==> config.mk <==
export PLATFORM = sky130hd
export DESIGN_NAME = arp_responder_with_cache_core
export DESIGN_NICKNAME = d
export VERILOG_FILES = /design/src/sv/arpc_pkg.sv /design/src/sv/arpc_front.sv /design/src/sv/arpc_queue.sv /design/src/sv/arpc_back.sv /design/src/sv/arp_responder_with_cache_core.sv
export SDC_FILE = /design/constraint.sdc
export NUM_CORES = 2
export LEC_CHECK = 0
export BUFFER_PORTS_ARGS = -buffer_cell sky130_fd_sc_hd__buf_2
export CORE_UTILIZATION = 49
export CTS_BUF_LIST = sky130_fd_sc_hd__clkbuf_8
export DETAILED_ROUTE_END_ITERATION = 6
export HOLD_SLACK_MARGIN = 0.03
export PLACE_DENSITY = 0.72
export SYNTH_ARGS = -nofsm -noshare
export SYNTH_HDL_FRONTEND = slang
export SYNTH_SLANG_ARGS = --single-unit
==> constraint.sdc <==
create_clock -name clk -period 22.4 [get_ports clk]
set_input_delay 1.12 -clock clk [delete_from_list [all_inputs] [get_ports clk]]
set_output_delay 1.12 -clock clk [all_outputs]
set_load 0.005 [all_outputs]
==> src/sv/arpc_pkg.sv <==
// Shared types and constants for the ARP responder with cache.
package arpc_pkg;

    localparam int CACHE_ENTRIES = 16;
    localparam int SLOT_W = (CACHE_ENTRIES > 1) ? $clog2(CACHE_ENTRIES) : 1;
    localparam int QUEUE_DEPTH = 2;
    localparam int QPTR_W = 1;

    localparam logic [47:0] MAC_ONES = 48'hffff_ffff_ffff;

    localparam logic [1:0] ST_DROP = 2'd0;
    localparam logic [1:0] ST_REPLY = 2'd1;
    localparam logic [1:0] ST_HIT = 2'd2;
    localparam logic [1:0] ST_MISS = 2'd3;

    localparam logic [1:0] OP_NONE = 2'd0;
    localparam logic [1:0] OP_REQUEST = 2'd1;
    localparam logic [1:0] OP_REPLY = 2'd2;

    localparam logic REG_OWN_MAC = 1'b0;
    localparam logic REG_OWN_IP = 1'b1;

    // Classified request kind passed from front to back.
    typedef enum logic [1:0] {
        K_DROP,
        K_LEARN,
        K_LEARN_REPLY,
        K_RESOLVE
    } kind_t;

    typedef struct packed {
        kind_t       kind;
        logic [31:0] ip;
        logic [47:0] mac;
        logic [47:0] eth_dst;
    } work_t;

endpackage

==> src/sv/arpc_front.sv <==
// Front part: validate and classify a request; the top level pushes it into the queue.
module arpc_front
    import arpc_pkg::*;
(
    input  logic        clk,
    input  logic        rst_n,
    input  logic        cfg_we,
    input  logic [0:0]  cfg_idx,
    input  logic [47:0] cfg_data,
    input  logic        func,
    input  logic [15:0] hw_type,
    input  logic [7:0]  hw_len,
    input  logic [7:0]  proto_len,
    input  logic [15:0] arp_op,
    input  logic [47:0] sender_mac,
    input  logic [31:0] sender_ip,
    input  logic [47:0] target_mac,
    input  logic [31:0] target_ip,
    input  logic [47:0] frame_src_mac,
    output work_t       work
);

    logic [47:0] own_mac_reg;
    logic [31:0] own_ip_reg;
    logic        hdr_ok;
    logic        mac_ok;

    // Hold configuration registers
    always_ff @(posedge clk or negedge rst_n)
    begin
        if (!rst_n)
        begin
            own_mac_reg <= '0;
            own_ip_reg <= '0;
        end
        else if (cfg_we)
        begin
            if (cfg_idx == REG_OWN_MAC)
                own_mac_reg <= cfg_data;
            else
                own_ip_reg <= cfg_data[31:0];
        end
    end

    // Classify the request
    always_comb
    begin
        hdr_ok = (hw_type == 16'd1) && (hw_len == 8'd6) && (proto_len == 8'd4);
        mac_ok = (target_mac == own_mac_reg) || (target_mac == MAC_ONES)
            || (target_mac == '0);
        work.ip = sender_ip;
        work.mac = sender_mac;
        work.eth_dst = frame_src_mac;
        if (func)
        begin
            work.kind = K_RESOLVE;
            work.ip = target_ip;
        end
        else if (hdr_ok && mac_ok && (target_ip == own_ip_reg))
            work.kind = (arp_op == 16'd1) ? K_LEARN_REPLY : K_LEARN;
        else
            work.kind = K_DROP;
    end

endmodule

==> src/sv/arpc_queue.sv <==
// Short FIFO between the front and back parts.
module arpc_queue
    import arpc_pkg::*;
(
    input  logic  clk,
    input  logic  rst_n,
    input  logic  push,
    input  work_t push_data,
    output logic  full,
    input  logic  pop,
    output logic  not_empty,
    output work_t pop_data
);

    work_t             mem_reg [QUEUE_DEPTH];
    logic [QPTR_W-1:0] wr_reg;
    logic [QPTR_W-1:0] rd_reg;
    logic [QPTR_W:0]   cnt_reg;

    assign full = (cnt_reg == (QPTR_W+1)'(QUEUE_DEPTH));
    assign not_empty = (cnt_reg != '0);
    assign pop_data = mem_reg[rd_reg];

    // Store entries
    always_ff @(posedge clk)
    begin
        if (push)
            mem_reg[wr_reg] <= push_data;
    end

    // Advance pointers
    always_ff @(posedge clk or negedge rst_n)
    begin
        if (!rst_n)
        begin
            wr_reg <= '0;
            rd_reg <= '0;
            cnt_reg <= '0;
        end
        else
        begin
            if (push)
                wr_reg <= wr_reg + 1'b1;
            if (pop)
                rd_reg <= rd_reg + 1'b1;
            cnt_reg <= cnt_reg + (QPTR_W+1)'(push) - (QPTR_W+1)'(pop);
        end
    end

endmodule

==> src/sv/arpc_back.sv <==
// Back part: cache lookup, learning and result build.
module arpc_back
    import arpc_pkg::*;
(
    input  logic        clk,
    input  logic        rst_n,
    input  logic        go,
    input  work_t       work,
    output logic        done,
    output logic [1:0]  status,
    output logic [1:0]  out_op,
    output logic [47:0] out_eth_dst,
    output logic [47:0] out_target_mac,
    output logic [31:0] out_target_ip,
    output logic [47:0] resolved_mac
);

    logic [CACHE_ENTRIES-1:0] valid_reg;
    logic [31:0]              ip_reg [CACHE_ENTRIES];
    logic [47:0]              mac_reg [CACHE_ENTRIES];
    logic [CACHE_ENTRIES-1:0] match;
    logic [CACHE_ENTRIES-1:0] free_one;
    logic [CACHE_ENTRIES-1:0] hit_one;
    logic [47:0]              hit_mac;
    logic                     learn;

    // Compare all entries at once
    always_comb
    begin
        for (int i = 0; i < CACHE_ENTRIES; i++)
            match[i] = valid_reg[i] && (ip_reg[i] == work.ip);
        hit_one = match & (~match + 1'b1);
        free_one = ~valid_reg & (valid_reg + 1'b1);
        hit_mac = '0;
        for (int i = 0; i < CACHE_ENTRIES; i++)
            hit_mac = hit_mac | (mac_reg[i] & {48{hit_one[i]}});
        learn = go && ((work.kind == K_LEARN) || (work.kind == K_LEARN_REPLY))
            && (match == '0);
    end

    // Write cache entries
    always_ff @(posedge clk)
    begin
        for (int i = 0; i < CACHE_ENTRIES; i++)
            if (learn && free_one[i])
            begin
                ip_reg[i] <= work.ip;
                mac_reg[i] <= work.mac;
            end
    end

    // Hold valid bits and registered result
    always_ff @(posedge clk or negedge rst_n)
    begin
        if (!rst_n)
        begin
            valid_reg <= '0;
            done <= 1'b0;
            status <= ST_DROP;
            out_op <= OP_NONE;
            out_eth_dst <= '0;
            out_target_mac <= '0;
            out_target_ip <= '0;
            resolved_mac <= '0;
        end
        else
        begin
            if (learn)
                valid_reg <= valid_reg | free_one;
            done <= go;
            status <= ST_DROP;
            out_op <= OP_NONE;
            out_eth_dst <= '0;
            out_target_mac <= '0;
            out_target_ip <= '0;
            resolved_mac <= '0;
            unique case (work.kind)
                K_RESOLVE:
                begin
                    if (match != '0)
                    begin
                        status <= ST_HIT;
                        resolved_mac <= hit_mac;
                    end
                    else
                    begin
                        status <= ST_MISS;
                        out_op <= OP_REQUEST;
                        out_eth_dst <= MAC_ONES;
                        out_target_mac <= MAC_ONES;
                        out_target_ip <= work.ip;
                    end
                end
                K_LEARN_REPLY:
                begin
                    status <= ST_REPLY;
                    out_op <= OP_REPLY;
                    out_eth_dst <= work.eth_dst;
                    out_target_mac <= work.mac;
                    out_target_ip <= work.ip;
                end
                default:
                begin
                end
            endcase
        end
    end

endmodule

==> src/sv/arp_responder_with_cache_core.sv <==
// Top level of the ARP responder with an IP-to-MAC cache.
//  channel   handshake              payload
//  request   start & !busy          func .. frame_src_mac
//  result    done (one cycle)       status .. resolved_mac
//  config    cfg_we                 cfg_idx, cfg_data
// A request is classified on acceptance and queued; the back part takes one
// queued request per cycle and registers its result.
// Throughput is one request per cycle; busy rises only when the queue is full.
// Reset clears the configuration, the cache valid bits and the queue.
// The receiver cannot stall: each result is shown for one cycle only.
module arp_responder_with_cache_core
    import arpc_pkg::*;
(
    input  logic        clk,
    input  logic        rst_n,
    input  logic        cfg_we,
    input  logic [0:0]  cfg_idx,
    input  logic [47:0] cfg_data,
    input  logic        start,
    output logic        busy,
    input  logic        func,
    input  logic [15:0] hw_type,
    input  logic [7:0]  hw_len,
    input  logic [7:0]  proto_len,
    input  logic [15:0] arp_op,
    input  logic [47:0] sender_mac,
    input  logic [31:0] sender_ip,
    input  logic [47:0] target_mac,
    input  logic [31:0] target_ip,
    input  logic [47:0] frame_src_mac,
    output logic        done,
    output logic [1:0]  status,
    output logic [1:0]  out_op,
    output logic [47:0] out_eth_dst,
    output logic [47:0] out_target_mac,
    output logic [31:0] out_target_ip,
    output logic [47:0] resolved_mac
);

    work_t front_work;
    work_t back_work;
    logic  q_full;
    logic  q_ne;

    arpc_front u_front (
        .clk(clk), .rst_n(rst_n), .cfg_we(cfg_we), .cfg_idx(cfg_idx),
        .cfg_data(cfg_data), .func(func), .hw_type(hw_type), .hw_len(hw_len),
        .proto_len(proto_len), .arp_op(arp_op), .sender_mac(sender_mac),
        .sender_ip(sender_ip), .target_mac(target_mac), .target_ip(target_ip),
        .frame_src_mac(frame_src_mac), .work(front_work)
    );

    assign busy = q_full;

    arpc_queue u_queue (
        .clk(clk), .rst_n(rst_n), .push(start && !q_full), .push_data(front_work),
        .full(q_full), .pop(q_ne), .not_empty(q_ne), .pop_data(back_work)
    );

    arpc_back u_back (
        .clk(clk), .rst_n(rst_n), .go(q_ne), .work(back_work), .done(done),
        .status(status), .out_op(out_op), .out_eth_dst(out_eth_dst),
        .out_target_mac(out_target_mac), .out_target_ip(out_target_ip),
        .resolved_mac(resolved_mac)
    );

endmodule

Yosys cells after proc, flatten, opt, wreduce, memory -nomap -nowiden
Memory sizes are Yosys's and may differ from the RTL's.
Index checks and enable logic that the tools add are counted.
{ "totals": {"regBits": 281, "latch_bits": 0, "mem_bits_rw": 1540, "romBits": 0, "in_bits": 310, "n_memories": 3} }
{ "classes": {"addsub": 6, "mul": 0, "div": 0, "magnitude_cmp": 0, "eq_ne": 27, "n_shift": 0, "n_mux": 139, "bitwise_logic": 37, "reduce_logical": 79} }
{ "memory_table": {"columns": ["name", "words", "word_bits", "read_ports", "rd_ports_with_merged_regs", "wr", "line_no", "text"], "rows": [
  ["u_back.mac_reg", 16, 48, 16, 0, 1, "arpc_back.sv:20", "logic [47:0] mac_reg [CACHE_ENTRIES];"],
  ["u_back.ip_reg", 16, 32, 16, 0, 1, "arpc_back.sv:19", "logic [31:0] ip_reg [CACHE_ENTRIES];"],
  ["u_queue.mem_reg", 2, 130, 1, 0, 1, "arpc_queue.sv:15", "work_t mem_reg [QUEUE_DEPTH];"]
]} }
{ "op_table": {"columns": ["op", "n"], "rows": [
  ["two-way mux 48 bit", 18],
  ["bitwise AND 48 bit", 16],
  ["OR 48 bit", 15],
  ["OR reduction 48 bit", 15],
  ["== test 32 bit", 17],
  ["two-way mux 32 bit", 17],
  ["OR reduction 32 bit", 15],
  ["one-hot mux 48 bit (2 select lines)", 2],
  ["two-way mux 4 bit", 30],
  ["two-way mux 1 bit", 66],
  ["one-hot mux 32 bit (2 select lines)", 1],
  ["== test 48 bit", 1],
  ["== test 48 bit, second input constant", 1],
  ["zero test 48 bit", 1],
  ["logical AND 1 bit", 39],
  ["adder 16 x 1 -> 16 bit, second input constant", 2],
  ["bitwise AND 16 bit", 2],
  ["== test 16 x 1 -> 1 bit, second input constant", 2],
  ["NOT 16 bit", 2],
  ["== test 8 x 3 -> 1 bit, second input constant", 2],
  ["zero test 16 bit", 1],
  ["OR 16 bit", 1],
  ["nonzero test 16 bit", 1],
  ["one-hot mux 2 bit (2 select lines)", 2],
  ["11 further kinds", 19]
]} }

Logic depth before layout (Yosys ltp)
An unclocked memory read counts as a cell.
{ "logic_depth": {"depth_word": 24, "mapped_depth": 19, "ltp_nobuf": 10} }

Hierarchy
From an unflattened synthesis, not the netlist that was laid out.
{ "unflattened": {"hier_cells": 5080, "area_unflattened_um2": 75125.8} }
{ "modules_own_cells": {"columns": ["mod", "instances", "cells_per_inst", "area_per_inst_um2", "seq_area_each_um2"], "rows": [
  ["arpc_back", 1, 4198, 59877.4, 43366.6],
  ["arpc_queue", 1, 420, 9955.8, 7907.6],
  ["arpc_front", 1, 461, 5278.8, 2001.9],
  ["arp_responder_with_cache_core", 1, 1, 13.8, 0.0]
]} }

Least setup slack after synthesis
OpenSTA, ideal clock, no wires.
{ "synth_path": {"path_kind": "register to register", "from": "register u_queue.rd_reg", "to": "memory u_back.ip_reg[10][0] (netlist: u_back.ip_reg[2][64]) (enable)", "setup_time_ns": 0.743, "arrival_time_ns": 11.387, "t_required_ns": 21.657, "path_slack_ns": 10.271, "path_stages_with_launch": 16, "period_less_slack_ns": 12.129, "path_cell_list": "dfrtp_1 buf_4 buf_6 buf_6 mux2i_1 buf_2 buf_4 xnor2_1 nor4_1 nand4_1 nor2_1 a2111oi_0 or4b_4 buf_2 nor2_1 nor4b_1"} }
{ "synth_between": {"elab_chain_cells": 24} }
{ "synth_lines": {"columns": ["item", "line_no", "text"], "rows": [
  ["start, declared", "arpc_queue.sv:17", "logic [QPTR_W-1:0] rd_reg;"],
  ["start signal, assigned", "arpc_queue.sv:45", "rd_reg <= rd_reg + 1'b1;"],
  ["memory (2 x 130 bit) *", null, null],
  ["== test 32 bit, or another cell as far along", "arpc_back.sv:31", "match[i] = valid_reg[i] && (ip_reg[i] == work.ip);"],
  ["logical AND 1 bit / logical OR 1 bit (equally long branches)", "arpc_back.sv:31, arpc_back.sv:37", null],
  ["zero test 16 bit / logical AND 1 bit (equally long branches)", "arpc_back.sv:38, arpc_back.sv:37", null],
  ["logical AND 1 bit *", "arpc_back.sv:38", "&& (match == '0);"],
  ["logical AND 1 bit", "arpc_back.sv:45", "if (learn && free_one[i])"],
  ["two-way mux 1 bit", "arpc_back.sv:45", null],
  ["two-way mux 1 bit (not written as such)", "arpc_back.sv:47", "ip_reg[i] <= work.ip;"],
  ["OR reduction 32 bit (no line)", null, null],
  ["two-way mux 4 bit (no line) / two-way mux 1 bit (equally long branches) (15 in a row)", null, null],
  ["end, declared", "arpc_back.sv:19", null]
]} }
Every way passes the cells marked *; elsewhere a longest branch is shown, timed or not.

Worst setup path in the final report
{ "layout_path": {"from": "register u_queue.rd_reg", "to": "memory u_back.mac_reg[14][47] (netlist: u_back.mac_reg[1][335]) (enable)"} }
{ "layout_between": {"elab_chain_cells": 24} }
{ "layout_lines": {"columns": ["item", "line_no", "text"], "rows": [
  ["memory (2 x 130 bit) *", null, null],
  ["== test 32 bit, or another cell as far along", "arpc_back.sv:31", null],
  ["logical AND 1 bit / logical OR 1 bit (equally long branches)", "arpc_back.sv:31, arpc_back.sv:37", null],
  ["zero test 16 bit / logical AND 1 bit (equally long branches)", "arpc_back.sv:38, arpc_back.sv:37", null],
  ["logical AND 1 bit *", "arpc_back.sv:38", null],
  ["logical AND 1 bit", "arpc_back.sv:45", null],
  ["two-way mux 1 bit", "arpc_back.sv:45", null],
  ["two-way mux 1 bit (not written as such)", "arpc_back.sv:48", "mac_reg[i] <= work.mac;"],
  ["OR reduction 48 bit (no line)", null, null],
  ["two-way mux 4 bit (no line) / two-way mux 1 bit (equally long branches) (15 in a row)", null, null],
  ["end, declared", "arpc_back.sv:20", null]
]} }
Marked as above.

==> results.json <==
{
  "status": "finished with violations",
  "violations": "design-rule violations",
  "syn_nets": 4852,
  "grt_pass1_vias": 42800,
  "yosys_warnings": 0,
  "dr.pass1.iters": 7,
  "largest_reg_flops": 768,
  "worstSetupPathType": "flop to flop",
  "max_freq_mhz": 132,
  "synth_cells": 4540,
  "rows": 139,
  "worstPathRequired_ns": 22.98,
  "cts_tree": "built",
  "hold_viol_final": 0,
  "dieArea_mm2": 0.147,
  "grt-ovfl-total": 0,
  "portBuffers": 491,
  "synthDistinctLibCells": 64,
  "fin_crit_sh": 0.337,
  "drive_above_1_share": 0.236,
  "worst_setup_path_start_kind": "flop",
  "critPathMostFrequentCell": "buf_4",
  "clock_sinks": 1821,
  "drv_slew": 0,
  "ir_worst_vdd_uv": 89.8,
  "area_delta_synth_final_pct": 14.7,
  "wl_per_cell_um": 28.4,
  "rsz0062_at_grt": "no",
  "cpMaxStageDelayCell": "a2111oi_0",
  "drt.antenna.violating_nets": 0,
  "cp_slowest_stage_delay_ns": 0.98,
  "r2r_cells": 14,
  "final_cell_mix": "1540 x edfxtp_1, 503 x xnor2_1, 490 x buf_2",
  "end_kind": "flop",
  "die_h_um": 384,
  "power_mw": 9.29,
  "ff2ff_setup_slack_ns": 14.84,
  "core-area_mm2": 0.144,
  "gp_congestion": 0.956,
  "start_util": 0.496,
  "route.detailed.drc": 15,
  "crit_buf_inv": 4,
  "finalSetupTns_ns": 0,
  "postCtsResizedCells": 0,
  "rr_endpoint": "u_back.mac_reg[1][335]",
  "netlist_area_mm2": 0.0714,
  "finalNetCount": 5496,
  "ys_ff_latch": 1821,
  "postCtsSetupRepairBufs": 0,
  "grt_pass1_wl_um": 295000,
  "drtIter0Drc": 5594,
  "fin_skew_ns": 0.0763,
  "ios": 492,
  "hold_class": "primary input to asynchronous set/reset pin",
  "maxSlewHeadroom": 0.102,
  "cellPowerDensity_mw_per_mm2": 114,
  "die_x_um": 384,
  "cts_max_level": 5,
  "leakage_nw": 28.4,
  "cp_cell_sequence": "buf_4, mux2i_4, buf_4, xnor2_1, nor4_1, nand4_1, nor2_1, buf_4, a2111oi_0, or4b_4, nor4_1, nand2_1, nor2_4, buf_4",
  "r2r_start": "u_queue.rd_reg",
  "critPathMaxFanout": 49,
  "syn_avg_cell_area_um2": 15.7,
  "cap_violations": 0,
  "clock_latency_ns": 1.01,
  "holdBufCountCts": 0,
  "routed_wl_um": 208000,
  "layout_commonest_cell": "edfxtp_1",
  "path_clk_slew_ns": 0.07,
  "final_util": 0.568,
  "cts_buffers": 293,
  "cts-root-buf": "clkbuf_8",
  "vias": 43400,
  "synth_edf_count": 1540,
  "min_period_ns": 7.56,
  "ys.flop_type": "edfxtp_1",
  "setup_violations": 0,
  "worstPathArrival_ns": 8.14,
  "async_reset_ff_frac": 0.154,
  "vias_per_cell": 5.95,
  "ys_seq_area_frac": 0.747,
  "worst_pin_slew_ns": 1.35,
  "dp_hpwl_um": 126000,
  "grt_usage": 0.279,
  "cts.path.max_buffers": 4,
  "grt_max_degree": 135,
  "antenna_found_initial": 43,
  "crit_family": "simple AND/OR/NAND/NOR gates"
}
[kinds of logic (layout without fill, tap and decap cells)]
group                      count (synthesis)  after routing  share of synthesized area
and+or+nand+nor                         1148           1148                     0.0806
DFF                                     1821           1821                      0.747
muxes                                    242            242                     0.0376
buffers and inverters                    293           1135                     0.0180
AOI/OAI and AO/OA                        441            441                     0.0441
xor gates and xnor gates                 593            593                     0.0728
adders and majority gates                  2              2                   0.000351
other                                      0             17                          0
[layer usage]
| layer | global-route usage | vias up | wire length [µm] | part of all wire |
|---|---|---|---|---|
| met5 | 0 | - | 214 | 0.0010 |
| met4 | 0.0924 | 34 | 6060 | 0.029 |
| met3 | 0.0786 | 377 | 24500 | 0.12 |
| met2 | 0.431 | 2656 | 96000 | 0.46 |
| met1 | 0.384 | 22000 | 80700 | 0.39 |
| li1 | - | 18400 | - | - |
[through the flow]
step / setup WS (ns) / std cells / area (µm²) / hold WS (ns)
after floorplan: 10.27 / 4540 / 71400 / 0.460
after CTS: 14.92 / 7285 / 81800 / 0.157
after detailed placement: 14.93 / 6792 / 76600 / 0.495
after global placement: 15.06 / 6792 / 76600 / 0.479
after global routing: 14.58 / 7295 / 81800 / 0.197
final: 14.84 / 7302 / 81800 / 0.197
[synth_stat cells, drive strengths merged (4+ instances only)]
cell type / count / area (µm²)
a31o: 14 / 123
dfrtp: 281 / 7030
o211ai: 17 / 128
a31oi: 88 / 551
and4: 19 / 166
clkbuf: 145 / 544
nand2: 466 / 1750
nand3b: 38 / 285
nor4: 154 / 1030
xnor2: 503 / 4410
edfxtp: 1540 / 46200
and2: 7 / 43.8
inv: 39 / 146
o21ai: 37 / 185
a221o: 4 / 40.0
a22oi: 10 / 75.1
nand3: 89 / 450
o22a: 24 / 210
a32oi: 13 / 114
nor2b: 7 / 43.8
mux2: 209 / 2350
o311a: 12 / 120
a21o: 5 / 37.5
nor3: 35 / 216
and3: 45 / 282
xor2: 90 / 788
or2: 6 / 37.5
a21oi: 96 / 480
nor2: 154 / 578
nand4: 97 / 607
a221oi: 18 / 158
a211oi: 12 / 90.1
a41oi: 16 / 140
a222oi: 23 / 230
nor4b: 10 / 113
or3: 6 / 37.5
nand2b: 10 / 62.6
a2111oi: 7 / 67.6
mux2i: 33 / 330
buf: 109 / 596
a22o: 35 / 307
[how the worst max path moves through the flow]
stage                    from  slack [ns]  cells past startpoint                      to
2_1_floorplan  u_queue.rd_reg       10.27                     15    u_back.ip_reg[2][64]
3_3_place_gp   u_queue.rd_reg       15.06                     13   u_back.ip_reg[2][127]
3_5_place_dp   u_queue.rd_reg       14.93                     14  u_back.mac_reg[1][290]
4_1_cts        u_queue.rd_reg       14.92                     14  u_back.mac_reg[1][329]
5_1_grt        u_queue.rd_reg       14.58                     14  u_back.mac_reg[1][335]
6_report       u_queue.rd_reg       14.84                     14  u_back.mac_reg[1][335]
[power by group]
group	switching, mW	internal, mW	total, mW
registers	0.149	4.38	4.52
logic	1.52	0.649	2.17
clock network	1.25	1.35	2.60
[layout make-up]
type,instances,area [µm²]
clock buffers,327,4500
flip-flops and latches,1821,53300
well taps,1903,2380
multi-input cells,2426,17400
diodes,17,42.5
inverters,39,146
clock inverters,166,718
fillers,11100,62200
repair buffers,603,3320
(Power assumes the default switching activity.)
